===== src/rtl/ufs_pkg.sv =====
`timescale 1ns / 1ps
`default_nettype none

package ufs_pkg;

  localparam int unsigned IDX_W           = 10;
  localparam int unsigned CNT_W           = 11;
  localparam int unsigned OP_W            = 2;
  localparam int unsigned APB_ADDR_W      = 2;
  localparam int unsigned APB_DATA_W      = 32;
  localparam int unsigned MAX_ELEMENTS_DEF = 1024;

  localparam logic [CNT_W-1:0] COUNT_RESET = 11'd1024;

  localparam logic [APB_ADDR_W-1:0] REG_ADDR_COUNT = 2'd0;

  localparam logic [OP_W-1:0] OP_UNION     = 2'd0;
  localparam logic [OP_W-1:0] OP_CONNECTED = 2'd1;
  localparam logic [OP_W-1:0] OP_FIND      = 2'd2;

  typedef struct packed {
    logic [OP_W-1:0]  op;
    logic [IDX_W-1:0] elem_a;
    logic [IDX_W-1:0] elem_b;
  } ufs_req_t;

  typedef struct packed {
    logic [IDX_W-1:0] root_a;
    logic [IDX_W-1:0] root_b;
    logic             same_set;
    logic             merged;
    logic             range_error;
  } ufs_rsp_t;

endpackage

`default_nettype wire


===== src/rtl/ufs_regs.sv =====
`timescale 1ns / 1ps
`default_nettype none

module ufs_regs (
  input  logic                                 clk_i,
  input  logic                                 rst_ni,
  input  logic                                 psel,
  input  logic                                 penable,
  input  logic                                 pwrite,
  input  logic [ufs_pkg::APB_ADDR_W-1:0]       paddr,
  input  logic [ufs_pkg::APB_DATA_W-1:0]       pwdata,
  output logic [ufs_pkg::APB_DATA_W-1:0]       prdata,
  output logic                                 pready,
  output logic [ufs_pkg::CNT_W-1:0]            count_o
);
  import ufs_pkg::*;

  logic [CNT_W-1:0] count_q, count_d;
  logic             wr_en;

  assign wr_en  = psel && penable && pwrite;
  assign pready = 1'b1;

  always_comb begin
    count_d = count_q;
    if (wr_en) begin
      count_d = pwdata[CNT_W-1:0];
    end
  end

  always_ff @(posedge clk_i or negedge rst_ni) begin
    if (!rst_ni) begin
      count_q <= COUNT_RESET;
    end else begin
      count_q <= count_d;
    end
  end

  always_comb begin
    prdata = '0;
    if (paddr == REG_ADDR_COUNT) begin
      prdata = APB_DATA_W'(count_q);
    end
  end

  assign count_o = count_q;

endmodule

`default_nettype wire


===== config.mk =====
export PLATFORM = sky130hd
export DESIGN_NAME = ufs_regs
export DESIGN_NICKNAME = d
export VERILOG_FILES = /design/src/rtl/ufs_pkg.sv /design/src/rtl/ufs_regs.sv
export SDC_FILE = /design/constraint.sdc
export NUM_CORES = 1
export LEC_CHECK = 0
export BUFFER_PORTS_ARGS = -buffer_cell sky130_fd_sc_hd__buf_2
export CORE_UTILIZATION = 32
export CTS_CLUSTER_DIAMETER = 120
export DETAILED_ROUTE_END_ITERATION = 7
export PLACE_DENSITY_LB_ADDON = 0.25
export SKIP_CTS_REPAIR_TIMING = 1
export SLEW_MARGIN = 25
export SYNTH_ARGS = -nofsm -noshare
export SYNTH_HDL_FRONTEND = slang
export SYNTH_SLANG_ARGS = --single-unit

===== constraint.sdc =====
create_clock -name clk_i -period 0.87 [get_ports clk_i]
set_input_delay 0.087 -clock clk_i [delete_from_list [all_inputs] [get_ports clk_i]]
set_output_delay 0.087 -clock clk_i [all_outputs]
set_load 0.02 [all_outputs]

==> metrics.txt <==
run status complete, but fails checks; failing checks negative setup slack; IO Count 83; Sw Pwr 662 uW; mapped cell area 708 sq um; Post-route DRC 0; CP Launch Type flop; routed vias 516; Hold Path Class in2reg; Final Skew 0 ns; setup slack after layout -0.248 ns; Layout area overhead 52.1%; Initial Util 35.0%; # clock sinks 11; Tot Pwr 1.93 mW; Seq/Total Area, Yosys 39.0%; Max clock buf depth 2; Root Driver clkbuf_4; grt ovf 0; RSZ-0062 raised after global routing true; setup tns final -2.70 ns; CTS HTree Levels 1; CP max FO 2; Worst setup EP type output port; total CTS buffers 3; switch share 34.4%; die area 2410 sq um; DRT iter0 DRCs 4; part of the power in combinational logic 45.9%; max_cap viols 0; yosys warns 0; Placement Rows 16; P_int 1.26 mW; core box area 2020 sq um; later-pin clock latency in the skew report 0.27 ns; sequential power share 36.1%; IO Port Bufs 39; number of global-route vias before repair 422; layout cell share with drive strength beyond 1 60.0%; gr usage total 11.1%; min cycle time layout 1.12 ns; worst path required time 0.78 ns; antenna violations before repair 0; largest net degree at the start of global routing 12; Netlist cell types 11; Final Hold Vio Count 0; PD cells 1790 nW/um^2; RD Place Congestion 0.613; Routed WL 1370 um; Critical Path Start count_o[10]$_DFFE_PN1P_; Die Span Y 49.0 um; final std cells w/o fill 137; Avg WL per Cell 10.0 um; Die Width 49.0 um; P_leak 0.602 nW; ANT cells 0; drt via density 3.77; Worst-path clk slew 0.07 ns; syn_area_per_cell 11.6 sq um; FMAX 895 MHz; First-pass DRT Iterations 2; Synth Instances 61; path type of the worst setup path reg2out; Cells after DPL 126; first-pass GRT wire length 1990 um; dpl ws -0.0281 ns; CP arrival 1.03 ns; Min-Delay Startpoint pwdata[3]; max FFs per register 11; register bit total from synthesis 11; CTS tree built; Slew Viols, Final 0; Final nets 150; Final Setup Violations 27; Clk pwr share 18.0%; hpwl dp 964 um; FF-to-FF Start count_o[1]$_DFFE_PN0P_; antenna viol nets, final 0; Peak VDD IR 1.15 mV; post-route clock period utilization 128%
final timing paths:
check                      slack, ns  depth (start not counted)                       to
min reg2reg                     0.55                          1   count_o[0]$_DFFE_PN0P_
max in group asynchronous       0.39                          2  count_o[10]$_DFFE_PN1P_
max                            -0.25                          2               prdata[10]
max reg2reg                    -0.04                          2   count_o[1]$_DFFE_PN0P_
min                             0.05                          2   count_o[3]$_DFFE_PN0P_
min in group asynchronous       0.22                          2   count_o[0]$_DFFE_PN0P_
final cells by class:
cell class | count | area [sq um]
clock buffer | 3 | 22.5
timing repair buffer | 49 | 410
fill | 193 | 945
multi-input combinational | 46 | 329
tap | 27 | 33.8
sequential | 11 | 277
clock inverter | 1 | 5.00
power groups by stage:
stage                     Sequential, mW  Clock (mW)  Combinational (mW)
after floorplan                    0.808           0               0.395
after global placement             0.690           0               0.645
after detailed placement           0.691           0               0.650
after CTS                          0.684       0.368               0.651
after global routing               0.708       0.397               0.935
final                              0.695       0.346               0.884
worst max-delay path, cell delays in order, from the launching register on:
cell and delay [ns]:
dfstp_2 0.53, and2_4 0.13, buf_6 0.10
metrics by stage:
stage | hold WS [ns] | util (%) | instance area [sq um]
floorplan | -0.209 | - | 786
global placement | -0.0276 | 43.0 | 870
detailed placement | -0.0294 | 43.0 | 870
CTS | -0.333 | 44.4 | 897
global route | 0.0229 | 53.3 | 1080
finish | 0.0458 | 53.3 | 1080
per-layer routing:
layer	wire, um	vias to the layer above	GRT usage [%]	share of wire (%)
met4	0	0	4.41	0
met2	731	35	16.2	53
met3	116	0	5.61	8.5
li1	-	245	-	-
met5	0	-	0	0
met1	523	236	13.8	38
cells in the final DEF, fill, tap and decap left out, types with 3 or more instances in the layout:
master    count
conb_1       22
dfrtp_1      10
mux2_4       10
clkbuf_4      3
buf_2        19
and2_1       10
buf_4         8
buf_6        20
cells in the mapped netlist:
master | n | area, sq um
conb_1 | 2 | 7.51
buf_4 | 22 | 165
dfstp_2 | 1 | 26.3
buf_6 | 1 | 11.3
dfrtp_1 | 10 | 250
mux2_4 | 10 | 150
mux2_2 | 1 | 11.3
and2_1 | 11 | 68.8
nand3_2 | 1 | 10.0
nor2_1 | 1 | 3.75
clkbuf_1 | 1 | 3.75
logic make-up after synthesis:
family,after synthesis,synth area share (%)
buffers and inverters,24,25.4
and+or+nand+nor,13,11.7
muxes,11,22.8
DFF,11,39.0
other,2,1.06
Note: power is estimated with default switching activity, not from simulation.
